File: src/hw/rtl/sfd_pkg.sv
`timescale 1ns / 1ps
// ----------------------------------------------------------------------------
// Setpoint frame deframer package
// Frame layout offsets, register indexes and the result record shared by the
// frame tracker and the top level.
// ----------------------------------------------------------------------------
package sfd_pkg;

    // Frame geometry: marker at offset 0, check byte at offset 3.
    localparam int unsigned FRAME_LEN = 12;
    localparam logic [3:0] POS_IDLE   = 4'd0;
    localparam logic [3:0] POS_CHECK  = 4'd3;
    localparam logic [3:0] POS_MODEL  = 4'd4;
    localparam logic [3:0] POS_INPUT  = 4'd5;
    localparam logic [3:0] POS_VALUE  = 4'd8;
    localparam logic [3:0] POS_LAST   = 4'(FRAME_LEN - 1);

    // Configuration register indexes.
    localparam logic CFG_SOF_BYTE   = 1'b0;
    localparam logic CFG_CHECK_SEED = 1'b1;

    // Reset values of the configuration registers.
    localparam logic [7:0] SOF_BYTE_RST   = 8'h40;
    localparam logic [7:0] CHECK_SEED_RST = 8'hCA;

    // One decoded setpoint.
    typedef struct packed {
        logic [31:0] setpoint_bits;
        logic [7:0]  input_id;
        logic [7:0]  model_id;
    } t_result;

endpackage

File: src/hw/rtl/sfd_frame.sv
`timescale 1ns / 1ps
// ----------------------------------------------------------------------------
// Setpoint frame tracker
// Hunts for the start marker, walks the 12-byte frame one byte per beat,
// folds the XOR check and captures the payload. On the last byte it raises
// a one-cycle result strobe when the check holds.
// ----------------------------------------------------------------------------
module sfd_frame (
    input  logic              i_clk,
    input  logic              i_rst_n,
    input  logic              i_beat,
    input  logic [7:0]        i_byte,
    input  logic [7:0]        i_sof_byte,
    input  logic [7:0]        i_check_seed,
    output logic              o_res_valid,
    output sfd_pkg::t_result  o_res
);
    import sfd_pkg::*;

    logic [3:0]  r_pos,     n_pos;
    logic [7:0]  r_acc,     n_acc;
    logic [7:0]  r_check,   n_check;
    logic [7:0]  r_model,   n_model;
    logic [7:0]  r_input,   n_input;
    logic [31:0] r_setp,    n_setp;
    logic        w_hunting;

    // Offsets past the end of the frame cannot occur; they count as idle.
    assign w_hunting = (r_pos == POS_IDLE) || (r_pos > POS_LAST);

    // Next-state logic for one received byte.
    always_comb begin
        n_pos   = r_pos;
        n_acc   = r_acc;
        n_check = r_check;
        n_model = r_model;
        n_input = r_input;
        n_setp  = r_setp;
        if (i_beat) begin
            if (w_hunting) begin
                if (i_byte == i_sof_byte) begin
                    n_acc = i_check_seed ^ i_byte;
                    n_pos = 4'd1;
                end else begin
                    n_pos = POS_IDLE;
                end
            end else begin
                if (r_pos == POS_CHECK) begin
                    n_check = i_byte;
                end else begin
                    n_acc = r_acc ^ i_byte;
                end
                if (r_pos == POS_MODEL) begin
                    n_model = i_byte;
                end
                if (r_pos == POS_INPUT) begin
                    n_input = i_byte;
                end
                // Setpoint bytes land in the lane given by the low offset bits.
                if (r_pos >= POS_VALUE) begin
                    case (r_pos[1:0])
                        2'd0:    n_setp[7:0]   = i_byte;
                        2'd1:    n_setp[15:8]  = i_byte;
                        2'd2:    n_setp[23:16] = i_byte;
                        default: n_setp[31:24] = i_byte;
                    endcase
                end
                n_pos = (r_pos == POS_LAST) ? POS_IDLE : r_pos + 4'd1;
            end
        end
    end

    // The last byte completes both the check and the top setpoint byte.
    assign o_res_valid = i_beat && !w_hunting && (r_pos == POS_LAST) &&
                         ((r_acc ^ i_byte) == r_check);
    assign o_res.model_id      = r_model;
    assign o_res.input_id      = r_input;
    assign o_res.setpoint_bits = {i_byte, r_setp[23:0]};

    // Frame position is control state; the rest is only read inside a frame.
    always_ff @(posedge i_clk) begin
        if (!i_rst_n) begin
            r_pos <= POS_IDLE;
        end else begin
            r_pos <= n_pos;
        end
    end

    always_ff @(posedge i_clk) begin
        r_acc   <= n_acc;
        r_check <= n_check;
        r_model <= n_model;
        r_input <= n_input;
        r_setp  <= n_setp;
    end

endmodule

File: src/hw/rtl/setpoint_frame_deframer.sv
`timescale 1ns / 1ps
// ----------------------------------------------------------------------------
// Setpoint frame deframer
// Turns a stream of received serial bytes into checked setpoint records.
//
//   Channel   Dir  Beat contents (low bit first)
//   s_axis    in   tdata[7:0] rx_byte
//   m_axis    out  tdata[7:0] model_id, [15:8] input_id,
//                  [47:16] setpoint_bits
//   cfg       in   index 0 sof_byte, index 1 check_seed (8-bit data)
//
// One byte is taken per cycle; the last frame byte's result is registered
// at the output. Reset is synchronous: the block hunts for a marker and the
// registers return to 0x40 and 0xCA. A stalled output holds its beat and a
// skid register takes one more result, so input stops only when both fill.
// ----------------------------------------------------------------------------
module setpoint_frame_deframer (
    input  logic        i_clk,
    input  logic        i_rst_n,
    // Config write port.
    input  logic        i_cfg_wr_en,
    input  logic        i_cfg_index,
    input  logic [7:0]  i_cfg_wdata,
    // Byte stream in.
    input  logic        s_axis_tvalid,
    output logic        s_axis_tready,
    input  logic [7:0]  s_axis_tdata,  // [7:0] rx_byte
    // Setpoint stream out.
    output logic        m_axis_tvalid,
    input  logic        m_axis_tready,
    output logic [47:0] m_axis_tdata   // [7:0] model_id, [15:8] input_id,
                                       // [47:16] setpoint_bits
);
    import sfd_pkg::*;

    logic [7:0] r_sof_byte;
    logic [7:0] r_check_seed;
    logic       w_beat;
    logic       w_res_valid;
    t_result    w_res;
    logic       r_out_valid, n_out_valid;
    logic       r_skid_valid, n_skid_valid;
    t_result    r_out, n_out;
    t_result    r_skid, n_skid;
    logic       w_out_free;

    // Configuration registers.
    always_ff @(posedge i_clk) begin
        if (!i_rst_n) begin
            r_sof_byte   <= SOF_BYTE_RST;
            r_check_seed <= CHECK_SEED_RST;
        end else if (i_cfg_wr_en) begin
            case (i_cfg_index)
                CFG_SOF_BYTE:   r_sof_byte   <= i_cfg_wdata;
                CFG_CHECK_SEED: r_check_seed <= i_cfg_wdata;
                default:        r_check_seed <= r_check_seed;
            endcase
        end
    end

    assign s_axis_tready = !r_skid_valid;
    assign w_beat        = s_axis_tvalid && s_axis_tready;

    sfd_frame u_frame (
        .i_clk        (i_clk),
        .i_rst_n      (i_rst_n),
        .i_beat       (w_beat),
        .i_byte       (s_axis_tdata),
        .i_sof_byte   (r_sof_byte),
        .i_check_seed (r_check_seed),
        .o_res_valid  (w_res_valid),
        .o_res        (w_res)
    );

    // Output register with a skid stage behind it.
    assign w_out_free = !r_out_valid || m_axis_tready;

    always_comb begin
        n_out        = r_out;
        n_skid       = r_skid;
        n_out_valid  = r_out_valid;
        n_skid_valid = r_skid_valid;
        if (w_out_free) begin
            if (r_skid_valid) begin
                n_out        = r_skid;
                n_out_valid  = 1'b1;
                n_skid       = w_res;
                n_skid_valid = w_res_valid;
            end else begin
                n_out        = w_res;
                n_out_valid  = w_res_valid;
            end
        end else if (w_res_valid) begin
            n_skid       = w_res;
            n_skid_valid = 1'b1;
        end
    end

    always_ff @(posedge i_clk) begin
        if (!i_rst_n) begin
            r_out_valid  <= 1'b0;
            r_skid_valid <= 1'b0;
        end else begin
            r_out_valid  <= n_out_valid;
            r_skid_valid <= n_skid_valid;
        end
    end

    always_ff @(posedge i_clk) begin
        r_out  <= n_out;
        r_skid <= n_skid;
    end

    assign m_axis_tvalid = r_out_valid;
    assign m_axis_tdata  = r_out;

`ifndef SYNTH
    // The skid register is only ever filled behind a held output beat.
    a_skid_behind_out: assert property (@(posedge i_clk) disable iff (!i_rst_n)
        r_skid_valid |-> r_out_valid)
        else $error("skid holds a result while the output register is empty");

    // A result appears only on an accepted byte.
    a_res_on_beat: assert property (@(posedge i_clk) disable iff (!i_rst_n)
        w_res_valid |-> w_beat)
        else $error("frame tracker produced a result without an input beat");

    // A result that arrives while the output is stalled fills the skid.
    a_skid_fill: assert property (@(posedge i_clk) disable iff (!i_rst_n)
        (!r_skid_valid && w_res_valid && r_out_valid && !m_axis_tready)
        |=> (r_skid_valid && r_out_valid))
        else $error("result lost while the output was stalled");
`endif

endmodule
File: config.mk
export PLATFORM = sky130hd
export DESIGN_NAME = setpoint_frame_deframer
export DESIGN_NICKNAME = d
export VERILOG_FILES = /design/src/hw/rtl/sfd_pkg.sv /design/src/hw/rtl/sfd_frame.sv /design/src/hw/rtl/setpoint_frame_deframer.sv
export SDC_FILE = /design/constraint.sdc
export NUM_CORES = 1
export LEC_CHECK = 0
export BUFFER_PORTS_ARGS = -buffer_cell sky130_fd_sc_hd__clkbuf_2
export CAP_MARGIN = 10
export CORE_MARGIN = 1.5
export CORE_UTILIZATION = 40
export DETAILED_ROUTE_END_ITERATION = 10
export PLACE_DENSITY = 0.61
export RECOVER_POWER = 100
export SETUP_SLACK_MARGIN = 0.4
export SYNTH_ARGS = -nofsm -noshare
export SYNTH_HDL_FRONTEND = slang
export SYNTH_SLANG_ARGS = --single-unit
File: constraint.sdc
create_clock -name i_clk -period 4.2 [get_ports i_clk]
set_clock_uncertainty 0.1 [all_clocks]
set_input_delay 0.63 -clock i_clk [delete_from_list [all_inputs] [get_ports i_clk]]
set_output_delay 0.63 -clock i_clk [all_outputs]
set_load 0.05 [all_outputs]
After elaboration in Yosys (flattened, before gate mapping)
Cells that the tools add are included.
Widths: inputs -> output; s select.
- bits in registers: 174
- input port bits: 22
- output and inout port bits: 50
- add/subtract/negate cells: 1
- magnitude comparators: 2
- equal/unequal tests: 11
- muxes and demuxes: 14
- bitwise gates (word level): 4
- reductions and logical operators: 22
- operator list (operator ; number):
    $mux 48 ; 4
    $mux 8 ; 3
    $eq 8x8->1 ; 2
    $xor 8x8->8 ; 2
    $reduce_and 3->1 ; 4
    $reduce_and 4->1 ; 3
    $eq 4x3->1 const B ; 2
    $mux 4 ; 2
    $reduce_and 2->1 ; 3
    $mux 1 ; 5
    $add 4x1->4 const B ; 1
    $eq 4x2->1 const B ; 1
    $eq 4x4->1 const B ; 1
    $ge 4x4->1 const B ; 1
    $gt 4x4->1 const B ; 1
    $logic_and 1x1->1 ; 4
    $logic_not 4->1 ; 1
    $ne 2x2->1 const B ; 2
    $logic_not 1->1 ; 3
    $eq 2x1->1 const B ; 1
    $eq 2x2->1 const B ; 1
    $logic_not 2->1 ; 1
    $logic_or 1x1->1 ; 2
    $ne 2x1->1 const B ; 1
    other kinds (2) ; 3

Depth between registers and ports, before layout
Gate-level depths: netlist (run 1).
- depth after elaboration: 8
- gate-level depth with buffers: 8

Cells and area by module
A second synthesis (run 1) with hierarchy kept.
- cells, all modules: 391
- area total of the unflattened synthesis: 6891.6 µm²
- by module, submodules not included (module ; times used ; cells an instance ; area each (µm²) ; sequential area each (µm²)):
    setpoint_frame_deframer ; 1 ; 233 ; 4398.0 ; 3243.1
    sfd_frame ; 1 ; 158 ; 2493.6 ; 1761.7

Least setup slack after synthesis (run 1)
No wires, ideal clock.
- path type: input -> register
- start point: input port s_axis_tdata[3]
- end point: register r_skid[0] (netlist name) (enable)
- data arrival time: 3.480 ns
- required time: 3.641 ns
- setup slack: 0.160 ns
- stages: 5
- path through: xor3_1 -> or4b_1 -> nor4b_2 -> nand2_1 -> o21ai_1
- cells in the longest elaborated chain, start to end: 5
- ends and longest elaborated chain (item ; RTL line ; RTL):
    start, declared ; setpoint_frame_deframer.sv:27 ; input logic [7:0] s_axis_tdata,
    $xor 8x8->8 ; sfd_frame.sv:75 ; ((r_acc ^ i_byte) == r_check);
    $eq 8x8->1 ; sfd_frame.sv:75 ;
    $logic_and 1x1->1 ; sfd_frame.sv:74 ; assign o_res_valid = i_beat && !w_hunting && (r_pos == POS_LAST) &&
    $reduce_bool 2->1 (no source line) ; - ;
    $reduce_and 2->1 (no source line) ; - ;
    end signal, assigned ; setpoint_frame_deframer.sv:111 ; r_skid <= n_skid;
    end, declared ; setpoint_frame_deframer.sv:44 ; t_result r_skid, n_skid;
No other way between the ends.
A chain may end at the register's enable or synchronous reset.

Worst setup path in the final report (run 1)
- start point: register u_frame.r_pos[0]
- end point: register r_skid[15] (netlist name) (enable)
- cells in the longest elaborated chain, start to end: 8
- elaborated cells between the ends (all ways): 10
- classes of those cells: order compare: 1; eq/ne: 1; reduce/logical: 8
- ends and longest elaborated chain (item ; RTL line ; RTL):
    start, declared ; sfd_frame.sv:20 ; logic [3:0] r_pos, n_pos;
    start signal, assigned ; sfd_frame.sv:85 ; r_pos <= n_pos;
    $gt 4x4->1 or $logic_not 4->1 (tied branches) ; sfd_frame.sv:29 ; assign w_hunting = (r_pos == POS_IDLE) || (r_pos > POS_LAST);
    $logic_or 1x1->1 ; sfd_frame.sv:29 ;
    $logic_not 1->1 ; sfd_frame.sv:74 ;
    $logic_and 1x1->1 ; sfd_frame.sv:74 ;
    $logic_and 1x1->1 * (2 in a row) ; sfd_frame.sv:74 ;
    $reduce_bool 2->1 (no source line) * ; - ;
    $reduce_and 2->1 (no source line) * ; - ;
Mark *: on every way between the ends. The rest lies on a longest branch, timed or not.

==> run summary, run 1 <==
CTS tree = yes
antenna cells = 0
simple-gate share of the synthesized area = 0.0540
die height = 132 um
asr flop ratio synth = 0
Max rail drop VDD = 278 uV
DRC violations left = 0
synth warn = 0
syn_nets = 402
first-pass GRT wire length = 18,700 um
endpoints failing setup = 0
distinct cell type count after synthesis = 38
area delta synth->final = 16.2%
failing checks = max-capacitance violations, max-slew violations
Synth Area in Compound Gates = 0.0261
CTS clk-pin slew, worst paths = 0.06 ns
Port Buffers = 71
die area = 0.0174 mm^2
# resized after CTS = 0
initial antenna violation count = 0
Setup crit end kind = register
Slew Limit Fails = 87
critical path fanouts, max = 29
crit-path max cell delay = 0.62 ns
vias in the first global route = 3,391
Cell Pwr Density = 452 mW/mm^2
crit start category = register
multiplexer share of the synthesized area = 0.0933
nets = 483
CTS H-tree lvls = 4
Crit path max-delay family = simple AND/OR/NAND/NOR gates
Setup Buffers After CTS = 0
critical path's slowest cell = o21ai_2
Critical Path, Cell by Cell = ha_1 -> or2b_2 -> or4b_1 -> nor4b_1 -> nand2_1 -> o21ai_2 -> buf_12
Adder-Cell Fraction of Synth Area = 0.00752
status = complete, but fails checks
worst min path class = reg -> reg
Worst Path Required = 4.22 ns
Die X = 132 um
critical path buffer and inverter count = 1
EDFF count, synth = 152
Max Clock Freq = 288 MHz
Syn Inst Count = 376
Setup CP Type = reg -> reg
static leakage = 0.00259 uW
commonest non-fill, non-tap cell in the layout = edfxtp_1
clock buffer count from CTS = 17
clock latency on the worst-skew pair = 0.42 ns
fin util = 0.481
drt via density = 4.82
total detailed-routing wirelength = 11,800 um
most frequent cells in the layout = edfxtp_1 (152), clkbuf_1 (64), mux2_2 (43)
final worst path period need = 3.47 ns
fill count = 1,411
CTS Hold Bufs = 0
Seq cells post-synth = 174
maxcap violations = 3
Syn Area/Cell = 17.7 um^2
dpl hpwl = 7660 um
io pins = 72
core area = 0.0161 mm^2
largest family of logic cells by synthesized area = multiplexers
GRT Total Usage = 0.143
Core Rows = 46
Synth Cell Area = 0.00665 mm^2
CTS root buf = clkbuf_16
flop2flop setup slack = 0.73 ns
Sink Count = 174
period utilization = 0.826
largest area contributor in the netlist = edfxtp_1
total gr overflow = 0
worst-case clock buffer depth = 2
Final ANT Viol Nets = 0
RSZ-0062 raised after global routing = false
Area contributors post-synth = edfxtp_1 (69%), mux2_2 (8.1%), dfxtp_1 (6.6%)
Main synth FF type = edfxtp_1
Slew @ Worst Pin = 1.84 ns
Relative slew margins = -0.224
Final TNS setup = 0 ns
post-synthesis sequential area ratio = 0.752
largest net degree at the start of global routing = 53
top-area cell type share of the netlist area = 0.686
1st-iter DRT viols = 204
DR vias = 3,299
drt pass-1 iters = 4
initial core utilization = 0.414
routability cong. = 0.807
Post-Synth XOR/XNOR Area = 0.0510
WP data arrival = 3.49 ns
WL/cell = 17.3 um
Hold Vio Cnt, Final = 0
share of cells above drive strength 1 = 0.200
report_power, final:
part | total (uW) | switching, uW | internal [uW]
Combinational | 102 | 64.2 | 38.0
Sequential | 1880 | 6.13 | 1880
Clock | 1510 | 634 | 875
cells by family (layout without fill, tap and decap cells):
family	after synthesis	in the layout
buf+inv	20	113
mux	56	56
xor+xnor	25	25
simple gates	72	72
fa+ha+maj	4	4
compound gates	25	25
flops	174	174
worst paths after layout:
kind,start,endpoint,depth (start not counted)
max,u_frame.r_pos[0],r_skid[15],7
min,u_frame.r_model[0],r_skid[0],0
max reg2reg,u_frame.r_pos[0],r_skid[15],7
min reg2reg,u_frame.r_model[0],r_skid[0],0
stage by stage:
stage / area, um^2 / std cells / hold slack, ns / setup WS (ns) / power, uW
final: 7730 / 685 / 0.347 / 0.729 / 3490
after global routing: 7730 / 685 / 0.343 / 0.546 / 3610
after CTS: 7840 / 685 / 0.325 / 1.04 / 3530
after detailed placement: 7270 / 654 / 0.335 / 0.845 / 2030
after global placement: 7270 / 654 / 0.332 / 0.863 / 2030
after floorplan: 6660 / 376 / 0.322 / 1.05 / 1980
synthesized netlist by cell type (all sizes together), types with 2 or more instances:
cell type  count
edfxtp       152
mux2          48
nand2         38
dfxtp         22
a21boi        13
clkbuf         9
xnor2          9
xor2           9
mux2i          8
and2           7
buf            6
nand3          6
xnor3          6
inv            5
ha             4
nor3           4
o21ai          4
a21oi          3
nand2b         3
nor2b          3
nor4           3
nor3b          2
o21a           2
worst reg2reg max path: cells and delay by family, from the launching register on:
kind / cells / cell delay (ns)
fa+ha+maj: 1 / 0.22
compound gates: 1 / 0.62
simple gates: 4 / 1.53
buf+inv: 1 / 0.28
flops: 1 / 0.41
state kept, by name, indices dropped and copies added, names as in the netlist, 8 cells and up:
register / count
m_axis_tdata: 48
r_skid: 48
u_frame.r_setp: 24
r_check_seed: 8
r_sof_byte: 8
u_frame.r_acc: 8
u_frame.r_check: 8
u_frame.r_input: 8
u_frame.r_model: 8
final cells by class:
type / instances / area (um^2) / area share
repair buffers: 77 / 324 / 0.0419
inverters: 5 / 18.8 / 0.00243
flip-flops and latches: 174 / 5000 / 0.648
clock inverters: 13 / 140 / 0.0181
well taps: 216 / 270 / 0.0350
multi-input cells: 182 / 1540 / 0.199
clock buffers: 18 / 429 / 0.0555
per-layer routing:
| metal | up-vias | track usage | part of all wire |
|---|---|---|---|
| met4 | 0 | 0.0543 | 0.016 |
| met2 | 92 | 0.230 | 0.47 |
| met3 | 16 | 0.0442 | 0.043 |
| met1 | 1619 | 0.183 | 0.47 |
| li1 | 1572 | - | - |
| met5 | - | 0 | 0 |
Note: power is estimated with default switching activity, not from simulation.
==> inputs of run 2 (changes only) <==
--- a/config.mk
+++ b/config.mk
@@ -5,6 +5,7 @@
 export SDC_FILE = /design/constraint.sdc
 export NUM_CORES = 1
 export LEC_CHECK = 0
+export ABC_AREA = 1
 export BUFFER_PORTS_ARGS = -buffer_cell sky130_fd_sc_hd__clkbuf_2
 export CAP_MARGIN = 10
 export CORE_MARGIN = 1.5
==> constraint.sdc (replaced) <==
create_clock -name i_clk -period 2.95 [get_ports i_clk]
set_clock_uncertainty 0.1 [all_clocks]
set_input_delay 0.4425 -clock i_clk [delete_from_list [all_inputs] [get_ports i_clk]]
set_output_delay 0.4425 -clock i_clk [all_outputs]
set_load 0.05 [all_outputs]
==> run 2 against run 1 <==
Effect of this change:
- largest cell class unchanged
- final cell count grew 30%
- combinational power increased by 48%
- synthesized cell count rose by 52%
- power rose by 47%
- clock-buffer cell count unchanged
- flip-flop and latch count is the same
- sequential share of layout area fell by 1.4 points
- synthesized area grew 0.94%
- global-route usage up 1.5 points
- the run now ends clean
- die area up 0.92%
- first-iteration DRC count up 70%
==> run summary, run 2 <==
final worst path period need = 2.54 ns (-0.932 ns)
hold path start = i_cfg_wdata[6]
Setup crit end kind = register
Post-Place Cells = 857 (+31%)
Synth Cell Area = 0.00671 mm^2 (+0.94%)
worst-case clock buffer depth = 2 (unchanged)
area delta synth->final = 17.7%
critical path's slowest cell = dfxtp_1
CTS clk-pin slew, worst paths = 0.07 ns (about the same)
post-synthesis sequential area ratio = 0.745 (-0.00701)
DR vias = 4,144 (+26%)
Final ANT Viol Nets = 0 (unchanged)
NetSw = 1060 uW (+51%)
GRT Total Usage = 0.158 (+0.0148)
clock latency on the worst-skew pair = 0.42 ns (about the same)
asr flop ratio synth = 0 (unchanged)
simple-gate share of the synthesized area = 0.168 (+0.114)
crit-path max cell delay = 0.41 ns (-0.21 ns)
most frequent cells in the layout = nand2_1 (219), edfxtp_1 (152), clkbuf_1 (66)
die area = 0.0176 mm^2 (+0.92%)
Syn Inst Count = 571 (+52%)
Sink Count = 174 (unchanged)
critical path fanouts, max = 23 (-21%)
largest net degree at the start of global routing = 58 (+9.4%)
worst min path class = in -> reg
Port Buffers = 71 (unchanged)
worst hold slack = 0.151 ns (-0.196 ns)
Setup CP Type = reg -> reg
CTS H-tree lvls = 4 (unchanged)
dpl hpwl = 8900 um (+16%)
io pins = 72 (unchanged)
antenna cells = 0 (unchanged)
largest family of logic cells by synthesized area = simple AND/OR/NAND/NOR gates
distinct cell type count after synthesis = 23 (-39%)
period utilization = 0.861 (+0.0342)
Post-Synth XOR/XNOR Area = 0.0143 (-0.0366)
flop2flop setup slack = 0.41 ns (-0.32 ns)
RSZ-0062 raised after global routing = false
clock buffer count from CTS = 17 (unchanged)
vias in the first global route = 4,032 (+19%)
Slew Limit Fails = 0 (-100%)
die height = 133 um (+0.46%)
WL/cell = 15.0 um (-13%)
initial core utilization = 0.408 (-0.00646)
nets = 683 (+41%)
first-pass GRT wire length = 21,200 um (+13%)
static leakage = 0.00301 uW (+16%)
status = complete, no violations
CTS Hold Bufs = 0 (unchanged)
Critical Path, Cell by Cell = inv_1 -> ha_1 -> nand3_1 -> nand2_1 -> clkinv_4 -> nand2_1 -> nor2_2 -> nand2_1 -> nor2_2 -> nor2_1 -> nor2_4 -> clkbuf_16
EDFF count, synth = 152 (unchanged)
drt pass-1 iters = 5 (+1)
top post-synthesis cells by count = nand2_1 (217), edfxtp_1 (152), inv_1 (40), nor2_1 (32), o21ai_0 (31)
Core Rows = 47 (+2.2%)
Max rail drop VDD = 429 uV (+54%)
Hold Crit Depth = 3 (+3)
area taken by multi-input logic gates = 0.00148 mm^2 (-4.1%)
Cell Pwr Density = 649 mW/mm^2 (+44%)
Switching Share = 0.207 (+0.00566)
initial antenna violation count = 0 (unchanged)
Max Clock Freq = 394 MHz (+37%)
Synth Area in Compound Gates = 0.0309 (+0.00479)
Internal = 4070 uW (+46%)
Adder-Cell Fraction of Synth Area = 0.00745 (-0.0000701)
Worst Path Required = 2.98 ns (-1.24 ns)
R2R depth = 12 (+5)
total detailed-routing wirelength = 13,300 um (+13%)
fill count = 1,535 (+8.8%)
Main synth FF type = edfxtp_1
Final TNS setup = 0 ns (unchanged)
Hold Crit Endpoint = r_check_seed[6]
crit start category = register
total gr overflow = 0 (unchanged)
WP data arrival = 2.57 ns (-0.92 ns)
Hold Vio Cnt, Final = 0 (unchanged)
Relative slew margins = 0.183 (+0.407)
routability cong. = 0.858 (+6.4%)
share of power burned in registers = 0.523 (-0.016)
maxcap violations = 0 (-3)
CTS root buf = clkbuf_16
largest area contributor in the netlist = edfxtp_1
synth warn = 0 (unchanged)
Clock Power Share = 0.447 (+0.015)
register area = 0.00501 mm^2 (about the same)
Area contributors post-synth = edfxtp_1 (68%), nand2_1 (12%), dfxtp_1 (6.6%)
most frequent CP cell = nand2_1
CTS tree = yes
Cell Count, Final, Fillers Out = 890 (+30%)
DRC violations left = 0 (unchanged)
commonest non-fill, non-tap cell in the layout = nand2_1
Seq cells post-synth = 174 (unchanged)
FF-to-FF Start = u_frame.r_pos[1]
multiplexer share of the synthesized area = 0 (-0.0933)
# resized after CTS = 0 (unchanged)
endpoints failing setup = 0 (unchanged)
Setup Buffers After CTS = 0 (unchanged)
most frequent cell after synthesis = nand2_1
Combinational Power Share = 0.029 (about the same)
Syn Area/Cell = 11.8 um^2 (-34%)
reg-to-reg endpoint = r_skid[10]
Die X = 133 um (+0.46%)
fin util = 0.480 (-0.00113)
share of cells above drive strength 1 = 0.0821 (-0.118)
drt via density = 4.66 (-3.3%)
syn_nets = 597 (+49%)
top-area cell type share of the netlist area = 0.680 (-0.00639)
Slew @ Worst Pin = 1.23 ns (-0.610 ns)
1st-iter DRT viols = 346 (+70%)
core area = 0.0165 mm^2 (+2.5%)
==> run 2: critical path, delay by kind of cell (launching register included) <==
family | cells | cell delay, ns
adder cells (fa/ha/maj) | 1 | 0.23
buffers and inverters | 3 | 0.51
flip-flops | 1 | 0.41
AND/OR/NAND/NOR | 8 | 0.97
==> run 2: metal layers <==
| layer | up-vias | GRT usage | part of all wire |
|---|---|---|---|
| met4 | 0 | 0.0733 | 0.022 |
| met2 | 98 | 0.254 | 0.48 |
| met3 | 17 | 0.0322 | 0.034 |
| met1 | 1946 | 0.208 | 0.46 |
| li1 | 2083 | - | - |
| met5 | - | 0 | 0 |
==> run 2: cell families (layout without fill, tap and decap cells) <==
| kind of cell | count (synthesis) | count (layout) |
|---|---|---|
| fa+ha+maj | 4 | 4 |
| flops | 174 | 174 |
| buf+inv | 58 | 157 |
| xor+xnor | 11 | 11 |
| simple gates | 283 | 283 |
| compound gates | 41 | 41 |
==> run 2: metrics by stage <==
stage / power (uW) / area [um^2] / worst slack (ns)
after global routing: 5290 / 7910 / 0.211
after CTS: 5180 / 8000 / 0.537
after global placement: 2890 / 7390 / 0.446
after detailed placement: 2900 / 7390 / 0.418
final: 5130 / 7910 / 0.411
after floorplan: 2830 / 6730 / 0.405
==> run 2: final cells by class <==
type                       instances  share of cell area
sequential                       174               0.633
multi-input combinational        339               0.187
clock buffer                      18              0.0543
timing repair buffer              82              0.0461
tap                              220              0.0348
clock inverter                    14              0.0233
inverter                          43              0.0215
==> run 2: power by group through the flow <==
stage	Sequential (uW)	Clock, uW	Combinational [uW]
after floorplan	2760	0	72.4
after global placement	2740	0	154
after detailed placement	2740	0	156
after CTS	2690	2340	157
after global routing	2690	2430	171
final	2690	2300	151
==> run 2: worst max-delay path by stage <==
stage,from,endpoint,cells after the start
finish,u_frame.r_pos[1],r_skid[10],12
CTS,u_frame.r_pos[0],r_skid[16],12
global route,u_frame.r_pos[1],r_skid[40],12
global placement,s_axis_tdata[4],r_skid[35],11
floorplan,u_frame.r_pos[0],r_skid[0],11
detailed placement,s_axis_tdata[4],r_skid[22],11
